## src/rtl/fsmff_pkg.sv

```systemverilog
package fsmff_pkg;

	localparam int PID_W     = 13;
	localparam int SIZE_W    = 16;
	localparam int FREE_W    = 16;
	localparam int NEED_W    = 17;
	localparam int CFG_IDX_W = 1;
	localparam int CFG_W     = 16;

	// Configuration register indexes.
	localparam logic [CFG_IDX_W-1:0] CFG_ENTRY_CAPACITY = 1'd0;
	localparam logic [CFG_IDX_W-1:0] CFG_SLOT_OVERHEAD  = 1'd1;

	localparam logic [15:0] ENTRY_CAPACITY_RST = 16'd4096;
	localparam logic [7:0]  SLOT_OVERHEAD_RST  = 8'd4;

	// Request actions.
	localparam logic ACT_ALLOCATE = 1'b0;
	localparam logic ACT_RELEASE  = 1'b1;

	// Result status codes.
	localparam logic [1:0] ST_OK          = 2'd0;
	localparam logic [1:0] ST_FULL        = 2'd1;
	localparam logic [1:0] ST_TOO_LARGE   = 2'd2;
	localparam logic [1:0] ST_BAD_RELEASE = 2'd3;

	typedef struct packed {
		logic              action;
		logic [SIZE_W-1:0] record_size;
		logic [PID_W-1:0]  page_id;
	} req_t;

	typedef struct packed {
		logic [PID_W-1:0] page_id_out;
		logic             new_data_page;
		logic             new_map_page;
		logic [1:0]       status;
	} rsp_t;

	// Commands from the controller to the datapath.
	typedef struct packed {
		logic       load_req;
		logic       rel_rd;
		logic       rel_wr;
		logic       scan_start;
		logic       scan_step;
		logic       fill_start;
		logic       fill_step;
		logic       set_err;
		logic [1:0] err_code;
		logic       load_out;
	} cmd_t;

	// Status from the datapath to the controller.
	typedef struct packed {
		logic is_release;
		logic rel_bad;
		logic too_large;
		logic hit;
		logic scan_done;
		logic table_full;
		logic fill_last;
		logic out_free;
	} sts_t;

endpackage

```

## src/rtl/fsmff_ctrl.sv

```systemverilog
module fsmff_ctrl (
	input  logic          clk,
	input  logic          arst_n,
	input  logic          req_valid,
	output logic          req_ready,
	input  fsmff_pkg::sts_t sts,
	output fsmff_pkg::cmd_t cmd
);
	import fsmff_pkg::*;

	typedef enum logic [5:0] {
		S_IDLE   = 6'b000001,
		S_DECODE = 6'b000010,
		S_REL_RD = 6'b000100,
		S_SCAN   = 6'b001000,
		S_FILL   = 6'b010000,
		S_DONE   = 6'b100000
	} state_t;

	state_t state_q, state_d;

	always_ff @(posedge clk or negedge arst_n) begin
		if (!arst_n) begin
			state_q <= S_IDLE;
		end else begin
			state_q <= state_d;
		end
	end

	assign req_ready = (state_q == S_IDLE);

	always_comb begin
		state_d = state_q;
		cmd     = '0;
		case (state_q)
			S_IDLE: begin
				if (req_valid) begin
					cmd.load_req = 1'b1;
					state_d      = S_DECODE;
				end
			end
			S_DECODE: begin
				if (sts.is_release) begin
					if (sts.rel_bad) begin
						cmd.set_err  = 1'b1;
						cmd.err_code = ST_BAD_RELEASE;
						state_d      = S_DONE;
					end else begin
						cmd.rel_rd = 1'b1;
						state_d    = S_REL_RD;
					end
				end else if (sts.too_large) begin
					cmd.set_err  = 1'b1;
					cmd.err_code = ST_TOO_LARGE;
					state_d      = S_DONE;
				end else begin
					cmd.scan_start = 1'b1;
					state_d        = S_SCAN;
				end
			end
			S_REL_RD: begin
				cmd.rel_wr = 1'b1;
				state_d    = S_DONE;
			end
			S_SCAN: begin
				cmd.scan_step = 1'b1;
				if (sts.hit) begin
					state_d = S_DONE;
				end else if (sts.scan_done) begin
					if (sts.table_full) begin
						cmd.set_err  = 1'b1;
						cmd.err_code = ST_FULL;
						state_d      = S_DONE;
					end else begin
						cmd.fill_start = 1'b1;
						state_d        = S_FILL;
					end
				end
			end
			S_FILL: begin
				cmd.fill_step = 1'b1;
				if (sts.fill_last) begin
					state_d = S_DONE;
				end
			end
			S_DONE: begin
				if (sts.out_free) begin
					cmd.load_out = 1'b1;
					state_d      = S_IDLE;
				end
			end
			default: begin
				state_d = S_IDLE;
			end
		endcase
	end

endmodule

```

## config.mk

```make
export PLATFORM = sky130hd
export DESIGN_NAME = fsmff_ctrl
export DESIGN_NICKNAME = d
export VERILOG_FILES = /design/src/rtl/fsmff_pkg.sv /design/src/rtl/fsmff_ctrl.sv
export SDC_FILE = /design/constraint.sdc
export NUM_CORES = 1
export LEC_CHECK = 0
export BUFFER_PORTS_ARGS = -buffer_cell sky130_fd_sc_hd__buf_4
export CORE_AREA = 5 5 42 44
export DETAILED_ROUTE_END_ITERATION = 7
export DIE_AREA = 0 0 47 49
export GPL_TIMING_DRIVEN = 0
export PLACE_DENSITY = 0.79
export SLEW_MARGIN = 20
export SYNTH_ARGS = -nofsm -noshare
export SYNTH_HDL_FRONTEND = slang
export SYNTH_SLANG_ARGS = --single-unit
```

## constraint.sdc

```tcl
create_clock -name clk -period 1.88 [get_ports clk]
set_input_delay 0.094 -clock clk [delete_from_list [all_inputs] [get_ports clk]]
set_output_delay 0.094 -clock clk [all_outputs]
set_load 0.005 [all_outputs]
```

# Yosys cells after proc, flatten, opt, wreduce, memory -nomap -nowiden
# Cells that the tools add are included.
# totals
ff_bits,6
latch_bits,0
ram_bits,0
romBits,0
in_bits,11
output_inout_bits,12
elab_cells,45
n_memories,0
# op_classes
n_addsub,0
n_mul,0
div,0
n_lt_le_gt_ge,0
n_eq_ne,10
shifts,0
mux,33
n_bitwise,0
reduce_logical,1
# ops
operator,n
two-way mux 6 bit,9
case mux 6 bit (6 select lines),1
two-way mux 3 bit,6
two-way mux 1 bit,15
"equality test 6 x 1 -> 1 bit, second input constant",1
"equality test 6 x 2 -> 1 bit, second input constant",1
"equality test 6 x 3 -> 1 bit, second input constant",1
"equality test 6 x 4 -> 1 bit, second input constant",1
"equality test 6 x 5 -> 1 bit, second input constant",1
"equality test 6 bit, second input constant",1
"!= test 2 bit, second input constant",3
case mux 3 bit (2 select lines),1
AND reduction 4 bit,1
"!= test 3 bit, second input constant",1
two-way mux 2 bit,1

# Logic depth before layout (Yosys ltp)
# Gate-level depths: netlist (run 1).
# logic_depth
ltp_word,4
mapped_depth,5
mapped_depth_nobuf,4

# Worst setup path before layout (run 1)
# OpenSTA, ideal clock, no wires.
# synth_path
kind,register to register
start,reg state_q[4]
end,reg state_q[5]
setup_ns,0.120
t_arrival_ns,1.273
required_ns,1.760
setup_slack_ns,0.487
stages_incl_launch_ff,6
path_buffers,1
period_less_slack_ns,1.393
cell_sequence,dfrtp_1 -> buf_6 -> nor4_2 -> and4bb_2 -> a2bb2oi_1 -> a31o_1
# synth_between
elab_chain_cells,3
word_cells_on_any_way,12
classes_between,10 x eq/ne; 1 x mux; 1 x reduce/logical
# synth_lines
element,line_no,source
"start, declared",fsmff_ctrl.sv:20,"state_t state_q, state_d;"
"start signal, assigned",fsmff_ctrl.sv:26,state_q <= state_d;
equality test 6 x 4 -> 1 bit (tied with other cells),fsmff_ctrl.sv:35,case (state_q)
!= test 3 bit (no source line) or != test 2 bit (tied branches),n/a,
AND reduction 4 bit (no source line),n/a,
# Several ways; a longest one is shown, not always the timed one.
# A chain may end at the register's enable or synchronous reset.

==> impl_summary.md, run 1 <==
Run status
The run finished with clean final reports.

Die
The floorplan step set the die width to 47 um. The die extent in y is ~49 um. The die covers about 2300 um2. The effective utilization at floorplan is 0.368. The core region is 1400 um2. The top-level I/O count is 23. The count of standard-cell rows is 14.

Power
The power share of the sequential group is 0.335. Summed over all cells, the static leakage comes to 0.000387 uW. The share of total power dissipated in the clock network is 0.201.

The switching part of the total is 0.374. For this design the ratio of total power to cell area is a little under 900 nW/um2. The worst ir drop on vdd is between 0.0006 and 0.0007 V. Of the total power, combinational logic draws 0.463. The analysis attributes to net switching a power of between 200 and 250 uW. The internal power component is 418 uW.

Cells and area
The largest registers in the layout are state_q (6). The summed area of non-filler cells in the final layout is around 760 um2. The layout has roughly 130 filler cells. state_q holds more flip-flops than any other register. The net total in the final layout is 96. The register with the most flip-flops in the layout has 6 of them.

The count of antenna diodes in the layout is 0. The synthesis-to-layout area growth is 47.1%. The share of final-layout standard cells stronger than drive strength 1 is 0.464.

Worst setup path
For the worst setup path, the data required time is between 1.5 and 2 ns. The startpoint identified for the worst register-to-register timing path is state_q[4]$_DFFE_PN0P_. In this run the worst setup path terminates at cmd[3]. The critical path starts at state_q[4]$_DFFE_PN0P_. The critical path start-end classification is reg -> out.

At the worst endpoint, the arrival time is about 1.7 ns. The destination of the worst register-to-register timing path is state_q[5]$_DFFE_PN0P_. The category of the worst setup path launch point is a flop. The length in cells of the worst reg-to-reg path is 6. The worst-path maximum fanout is 10.

The kind of capture point of the worst setup path is a primary output. For flop-to-flop paths, the worst setup slack is between 0.2 and 0.3 ns.

Global routing
For this run, the total global-route usage over all layers was measured as 0.145. The initial antenna violation count was 0. Entering global routing, the biggest net connects 11 pins.

The first-pass GRT wire length is 2.38 mm. The total overflow left after global routing is 0. The via count of the first global-routing pass was between 500 and 600.

Timing
The worst clock skew is about 0.00059 ns. Of the available clock period, the critical path in the final layout requires 0.959. The number of failing setup endpoints in the final timing report is 0. Summed over all failing endpoints, the final setup total negative slack is 0 ns.

In this run the tightest slew margin relative to its limit is 0.771. Setup repair after global routing left no endpoint under its margin. The total count of hold-check failures in the final report is 0. For the pin with the worst max-slew slack, the measured transition is ~0.34 ns. The final number of max-transition violations came to 0. The final period demand of the worst path is between 1.5 and 2 ns. Derived from the worst setup path, the maximum achievable clock frequency is roughly 0.55 GHz.

Detailed routing
The total routed wirelength is about 1.4 mm. The count of routing violations after the opening detailed-route iteration is 10. The number of detailed-route iterations in the first pass is 4. The wire length per cell is between 10 and 15 um. The via density per instance is 5.46. The remaining routing DRC violations is 0. The vias after detailed routing is between 500 and 600. The detail route stage leaves a number of antenna-violating nets equal to 0.

Place
Buffers placed on the I/O ports in this run total 22. The congestion estimate from routability-driven global placement came to 0.773. The detailed placer's ending HPWL is between 1 and 1.5 mm. In this run the cell area measured after placement is ~700 um2.

Synth
The share of the Yosys chip area taken by registers is 0.294. The most used flip-flop cell after synthesis is sky130_fd_sc_hd__dfrtp_1. The number of cells produced by synthesis is between 50 and 60. The share of synthesized registers carrying an async set or reset is 1.00. For this run, the number of Yosys warnings is 0. The mapped cell area is 515 um2. When the netlist entered floorplanning its net count stood at 67. Counting distinct cell types in the post-synthesis netlist gives 36. The average instance in the mapped netlist occupies roughly 9 um2.

After synthesis the netlist holds a flip-flop and latch count of 6. In this run, synthesis inferred 0 flip-flops with an integrated enable.

Clocking
The clock tree buffer depth is 2. The cell sitting at the root of the clock tree is a sky130_fd_sc_hd__clkbuf_4. Clock-pin slew was measured on the worst setup and hold paths at roughly 0.050 ns. The TritonCTS clock tree is yes. In this run the number of H-tree levels came out at 1. The clock insertion delay at the later pin of the skew report is around 0.25 ns. The number of sinks handled by clock tree synthesis is 6. In this run, CTS created clock tree buffers numbering 3.

Job
The number of violations of the max-capacitance limit is 0.

Hold path
The worst hold path belongs to the class in -> reg.
==> area by class of cell <==
class / instances / area [um2] / area share
repair buffers: 24 / 183 / 0.241
well taps: 16 / 20.0 / 0.0264
plain buffers: 2 / 18.8 / 0.0248
clock buffers: 4 / 26.3 / 0.0347
inverters: 5 / 18.8 / 0.0248
multi-input cells: 43 / 340 / 0.449
flip-flops and latches: 6 / 151 / 0.200
==> critical path: stages (launching register included) <==
cell and delay, ns:
sky130_fd_sc_hd__dfrtp_1 0.36, sky130_fd_sc_hd__buf_6 0.14, sky130_fd_sc_hd__nor4_4 0.29, sky130_fd_sc_hd__and4bb_2 0.30, sky130_fd_sc_hd__nand2_2 0.09, sky130_fd_sc_hd__o21ai_1 0.13
sky130_fd_sc_hd__buf_4 0.13
==> logic make-up after synthesis <==
family / Yosys count / synth area share
xor+xnor: 1 / 0.0170
compound gates: 12 / 0.165
simple gates: 29 / 0.430
mux: 1 / 0.0218
flops: 6 / 0.294
buf+inv: 7 / 0.0728
==> worst min path at each step <==
stage,slack (ns),depth (start not counted),to,startpoint
floorplan,-0.20,0,state_q[1]$_DFFE_PN0P_,arst_n
global placement,-0.1,1,state_q[3]$_DFFE_PN0P_,arst_n
detailed placement,-0.09,1,state_q[3]$_DFFE_PN0P_,arst_n
CTS,0.02,2,state_q[2]$_DFFE_PN0P_,sts[6]
global route,0.002,2,state_q[2]$_DFFE_PN0P_,sts[6]
finish,0.03,2,state_q[2]$_DFFE_PN0P_,sts[6]
==> through the flow <==
step	total power [uW]	cells	utilization	hold slack, ns	setup WS (ns)
2_1_floorplan	392	56	-	-0.202	0.487
3_3_place_gp	507	94	0.500	-0.0966	0.313
4_1_cts	655	100	0.531	0.0205	0.00522
3_5_place_dp	513	94	0.500	-0.0935	0.260
6_report	667	100	0.541	0.0280	0.0779
5_1_grt	728	100	0.541	0.00164	0.00573
==> cell usage after synthesis (2+ instances only) <==
cell type,number,share of area
sky130_fd_sc_hd__nor2_1,2,0.015
sky130_fd_sc_hd__nor2b_1,2,0.024
sky130_fd_sc_hd__nor3b_1,2,0.029
sky130_fd_sc_hd__nand3b_1,2,0.029
sky130_fd_sc_hd__and4bb_2,2,0.049
sky130_fd_sc_hd__nor4_2,2,0.049
sky130_fd_sc_hd__and2_1,2,0.024
sky130_fd_sc_hd__nand2_1,4,0.029
sky130_fd_sc_hd__o21ai_0,2,0.019
sky130_fd_sc_hd__o21ai_1,2,0.019
sky130_fd_sc_hd__inv_1,5,0.036
sky130_fd_sc_hd__dfrtp_1,5,0.24
==> power groups by stage <==
stage	combinational, uW	clock (uW)	sequential, uW
after global routing	340	158	230
after CTS	299	139	217
after global placement	293	0	214
after detailed placement	294	0	219
final	309	134	224
after floorplan	186	0	207
==> cell usage in the layout, fill, tap and decap left out, types with 2 or more instances in the layout <==
cell type / count
sky130_fd_sc_hd__and2_1: 2
sky130_fd_sc_hd__and4bb_2: 2
sky130_fd_sc_hd__buf_4: 24
sky130_fd_sc_hd__clkbuf_4: 3
sky130_fd_sc_hd__dfrtp_1: 5
sky130_fd_sc_hd__inv_1: 5
sky130_fd_sc_hd__nand2_1: 2
sky130_fd_sc_hd__nand2_2: 2
sky130_fd_sc_hd__nand3b_1: 2
sky130_fd_sc_hd__nor2_1: 2
sky130_fd_sc_hd__nor2b_1: 2
sky130_fd_sc_hd__nor3b_1: 2
sky130_fd_sc_hd__nor4_4: 2
sky130_fd_sc_hd__o21ai_0: 2
sky130_fd_sc_hd__o21ai_1: 2
==> timing repair <==
action	4_1_cts	5_1_grt
endpoints found under the hold margin	6	0
pin swaps	2	2
gates cloned	0	0
endpoints found under the setup margin	2	4
resized for setup	0	3
setup buffers	1	0
hold buffers	1	0
==> metal layers <==
layer,routed length [um],GRT usage,share of wire
met2,731,0.222,0.51
met1,570,0.162,0.39
met4,15,0.0553,0.010
met3,127,0.0812,0.088
met5,0,0,0
(Power assumes the default switching activity.)
==> inputs of run 2 (changes only) <==
Settings changed: BUFFER_PORTS_ARGS -buffer_cell sky130_fd_sc_hd__buf_4 to -buffer_cell sky130_fd_sc_hd__buf_2.
==> run 2 against run 1 <==
- worst hold slack improved by 0.020 ns
- clock power is 4% lower
- power is 6.2% lower
- sequential power is essentially flat
- wire length decreased by 18%
- via count decreased by 5.5%
- sequential share of layout area is 1.8 points higher
- global-route usage shrank 2.8 points
- combinational power shrank 12%
- critical path depth unchanged
- cell area decreased by 7.4%
- worst setup slack gained 0.071 ns
- critical path type unchanged
- highest routed layer unchanged
==> impl_summary.md, run 2 (same netlist as run 1, synthesis figures left out) <==
Detailed routing
The count of routing violations after the opening detailed-route iteration is 10 (unchanged). The number of antenna-violating nets in the routed design is 0 (unchanged). The number of detailed-route iterations in the first pass is 4 (unchanged). The via density per instance is 5.16 (was 5.46).

The vias after detailed routing was 516 (was 546). The remaining routing DRC violations is 0 (unchanged). The wire length per cell was 11.8 um (was 14.4 um). The total routed wirelength is 1.18 mm (was 1.44 mm).

Hold path
The class of the tightest hold or removal check is in -> reg (unchanged). The worst hold path depth is 2 (unchanged). The endpoint of the worst hold path is state_q[2]$_DFFE_PN0P_ (unchanged). The startpoint of the lowest-slack hold path is sts[6] (unchanged).

Worst setup path
The kind of capture point of the worst setup path is a primary output (unchanged). The largest delay contributor family on the critical path is simple AND/OR/NAND/NOR gates (unchanged). The critical path start-end classification is reg -> out (unchanged). The total buffers and inverters traversed by the critical path is 2 (unchanged). The beginning of the worst register-to-register path was state_q[2]$_DFFE_PN0P_ (was state_q[4]$_DFFE_PN0P_). The data arrival time at the worst-slack endpoint is 1.64 ns (was 1.71 ns).

The setup slack on the worst flop-to-flop path is 0.34 ns (was 0.26 ns). The worst-path maximum fanout is 10 (unchanged). Series of cell instances along the critical path: buf_6 > nor4_4 > and4bb_2 > nand2_2 > o21ai_1 > buf_2 (was buf_6 > nor4_4 > and4bb_2 > nand2_2 > o21ai_1 > buf_4). The data required time at the worst endpoint was 1.79 ns (about the same).

The launching element of the worst setup path is state_q[4]$_DFFE_PN0P_ (unchanged). The category of the worst setup path launch point is a flop (unchanged). The destination of the worst register-to-register timing path is state_q[5]$_DFFE_PN0P_ (unchanged). The stage delay of the slowest cell on the critical path is 0.37 ns (was 0.36 ns). The length in cells of the worst reg-to-reg path came to 4 (was 6).

The cell with the biggest individual delay on the critical path is sky130_fd_sc_hd__dfrtp_1 (unchanged).

Die
The placeable core region came to 1400 um2 (unchanged). The die span in x is 47 um (unchanged). The effective utilization at floorplan is 0.368 (unchanged). The floorplan die area was 2300 um2 (unchanged).

The top-level I/O count is 23 (unchanged). The count of standard-cell rows is 14 (unchanged). The die extent in y is 49 um (unchanged).

Timing
The worst-case hold slack is 0.0484 ns (was 0.0280 ns). The max-slew headroom at the worst pin came to 0.804 (was 0.771). The setup TNS is 0 ns (unchanged). The number of failing setup endpoints in the final timing report is 0 (unchanged). The final number of max-transition violations is 0 (unchanged).

Setup repair after global routing missed its margin: no (unchanged). The final period demand of the worst path is 1.73 ns (was 1.80 ns). The worst clock skew is 0.00198 ns (was 0.000591 ns). The total count of hold-check failures in the final report is 0 (unchanged). The transition time of the tightest slew-check pin came to 0.292 ns (was 0.341 ns). The highest achievable clock rate is 0.578 GHz (was 0.555 GHz). The post-route fraction of the period consumed by the critical path is 0.921 (was 0.959).

Clocking
The total clock buffers created by CTS is 3 (unchanged). The count of H-tree levels built during CTS is 1 (unchanged). The clock insertion delay at the later pin of the skew report was 0.25 ns (about the same). The clock transition at the registers of the reported paths is 0.04 ns (was 0.05 ns). The CTS root buffer is sky130_fd_sc_hd__clkbuf_4 (unchanged). The number of sinks handled by clock tree synthesis came to 6 (unchanged).

The TritonCTS clock tree is yes (unchanged). The clock tree buffer depth is 2 (unchanged).

Place
The number of port buffers is 22 (unchanged). The detailed placer's ending HPWL is 975 um (was 1.11 mm). The placed standard-cell area is 646 um2 (was 701 um2). The global placement routability congestion is 0.756 (was 0.773).

Cells and area
The number of flip-flops under the largest register name is 6 (unchanged). The count of antenna diodes in the layout is 0 (unchanged). Largest regs: state_q (6) (unchanged). The synthesis-to-layout area growth is 36.2% (was 47.1%).

The final-layout fill cell count is 134 (unchanged). The share of final-layout standard cells stronger than drive strength 1 is 0.464 (unchanged). Most frequent cells in the layout: 22 x sky130_fd_sc_hd__buf_2, 5 x sky130_fd_sc_hd__inv_1, 4 x sky130_fd_sc_hd__dfrtp_1 (was 24 x sky130_fd_sc_hd__buf_4, 5 x sky130_fd_sc_hd__inv_1, 5 x sky130_fd_sc_hd__dfrtp_1). The most common cell after layout, fill and taps aside was sky130_fd_sc_hd__buf_2 (was sky130_fd_sc_hd__buf_4). The register name with the most flops is state_q (unchanged). The net total in the final layout is 96 (unchanged). The summed area of non-filler cells in the final layout is 702 um2 (was 758 um2).

Run status
Run status: completed (unchanged).

Global routing
The overall overflow remaining after global route was 0 (unchanged). The overall fraction of global-route tracks in use is 0.117 (was 0.145). The via count of the first global-routing pass is 489 (was 565).

The initial antenna violation count is 0 (unchanged). The pin count of the biggest net entering global routing is 11 (unchanged). The first-pass GRT wire length is 1.97 mm (was 2.38 mm).

Power
The worst ir drop on vdd is 0.000575 V (was 0.000660 V). The power density relative to cell area came to 892 nW/um2 (was 880 nW/um2). The cell leakage power came to 0.000376 uW (was 0.000387 uW). The total power draw is 626 uW (was 667 uW).

Job
The number of violations of the max-capacitance limit is 0 (unchanged).
[run 2: how the worst max path moves through the flow]
stage | cells after the start | slack [ns] | to
CTS | 6 | 0.05 | cmd[1]
floorplan | 5 | 0.49 | state_q[5]$_DFFE_PN0P_
global placement | 6 | 0.32 | cmd[3]
global route | 4 | 0.02 | cmd[9]
finish | 6 | 0.15 | cmd[1]
detailed placement | 5 | 0.33 | cmd[1]
[run 2: through the flow]
stage | instances | worst slack [ns] | util
floorplan | 56 | 0.487 | -
global placement | 94 | 0.323 | 0.461
detailed placement | 94 | 0.328 | 0.461
CTS | 99 | 0.0532 | 0.487
global route | 100 | 0.0167 | 0.501
finish | 100 | 0.149 | 0.501
[run 2: worst register-to-register path: cells and delay by family (launching register included)]
family             cells  cell delay [ns]
DFF                    1             0.47
AOI/OAI and AO/OA      2             0.38
and+or+nand+nor        2             0.58
[run 2: layer usage]
| metal | track usage | vias up | part of all wire |
|---|---|---|---|
| met5 | 0 | - | 0 |
| met4 | 0.0276 | 0 | 0.010 |
| met3 | 0.0590 | 2 | 0.092 |
| met2 | 0.179 | 20 | 0.47 |
| met1 | 0.142 | 224 | 0.42 |
| li1 | - | 270 | - |
[run 2: repair_timing]
item                                    in CTS  in global routing
gates resized for setup                      0                  3
endpoints found under the hold margin        6                  0
buffers inserted                             0                  1
endpoints found under the setup margin       0                  3
hold buffers                                 1                  0
[run 2: cell type report]
cell class | instances | area, um2 | share of cell area
buffer | 2 | 18.8 | 0.0267
clock buffer | 4 | 26.3 | 0.0374
inverter | 5 | 18.8 | 0.0267
multi-input combinational | 43 | 338 | 0.481
sequential | 6 | 153 | 0.217
tap | 16 | 20.0 | 0.0285
timing repair buffer | 24 | 128 | 0.182
[run 2: power breakdown]
part,internal [uW],switching (uW)
combinational,146,127
sequential,167,58.3
clock,80.5,47.6
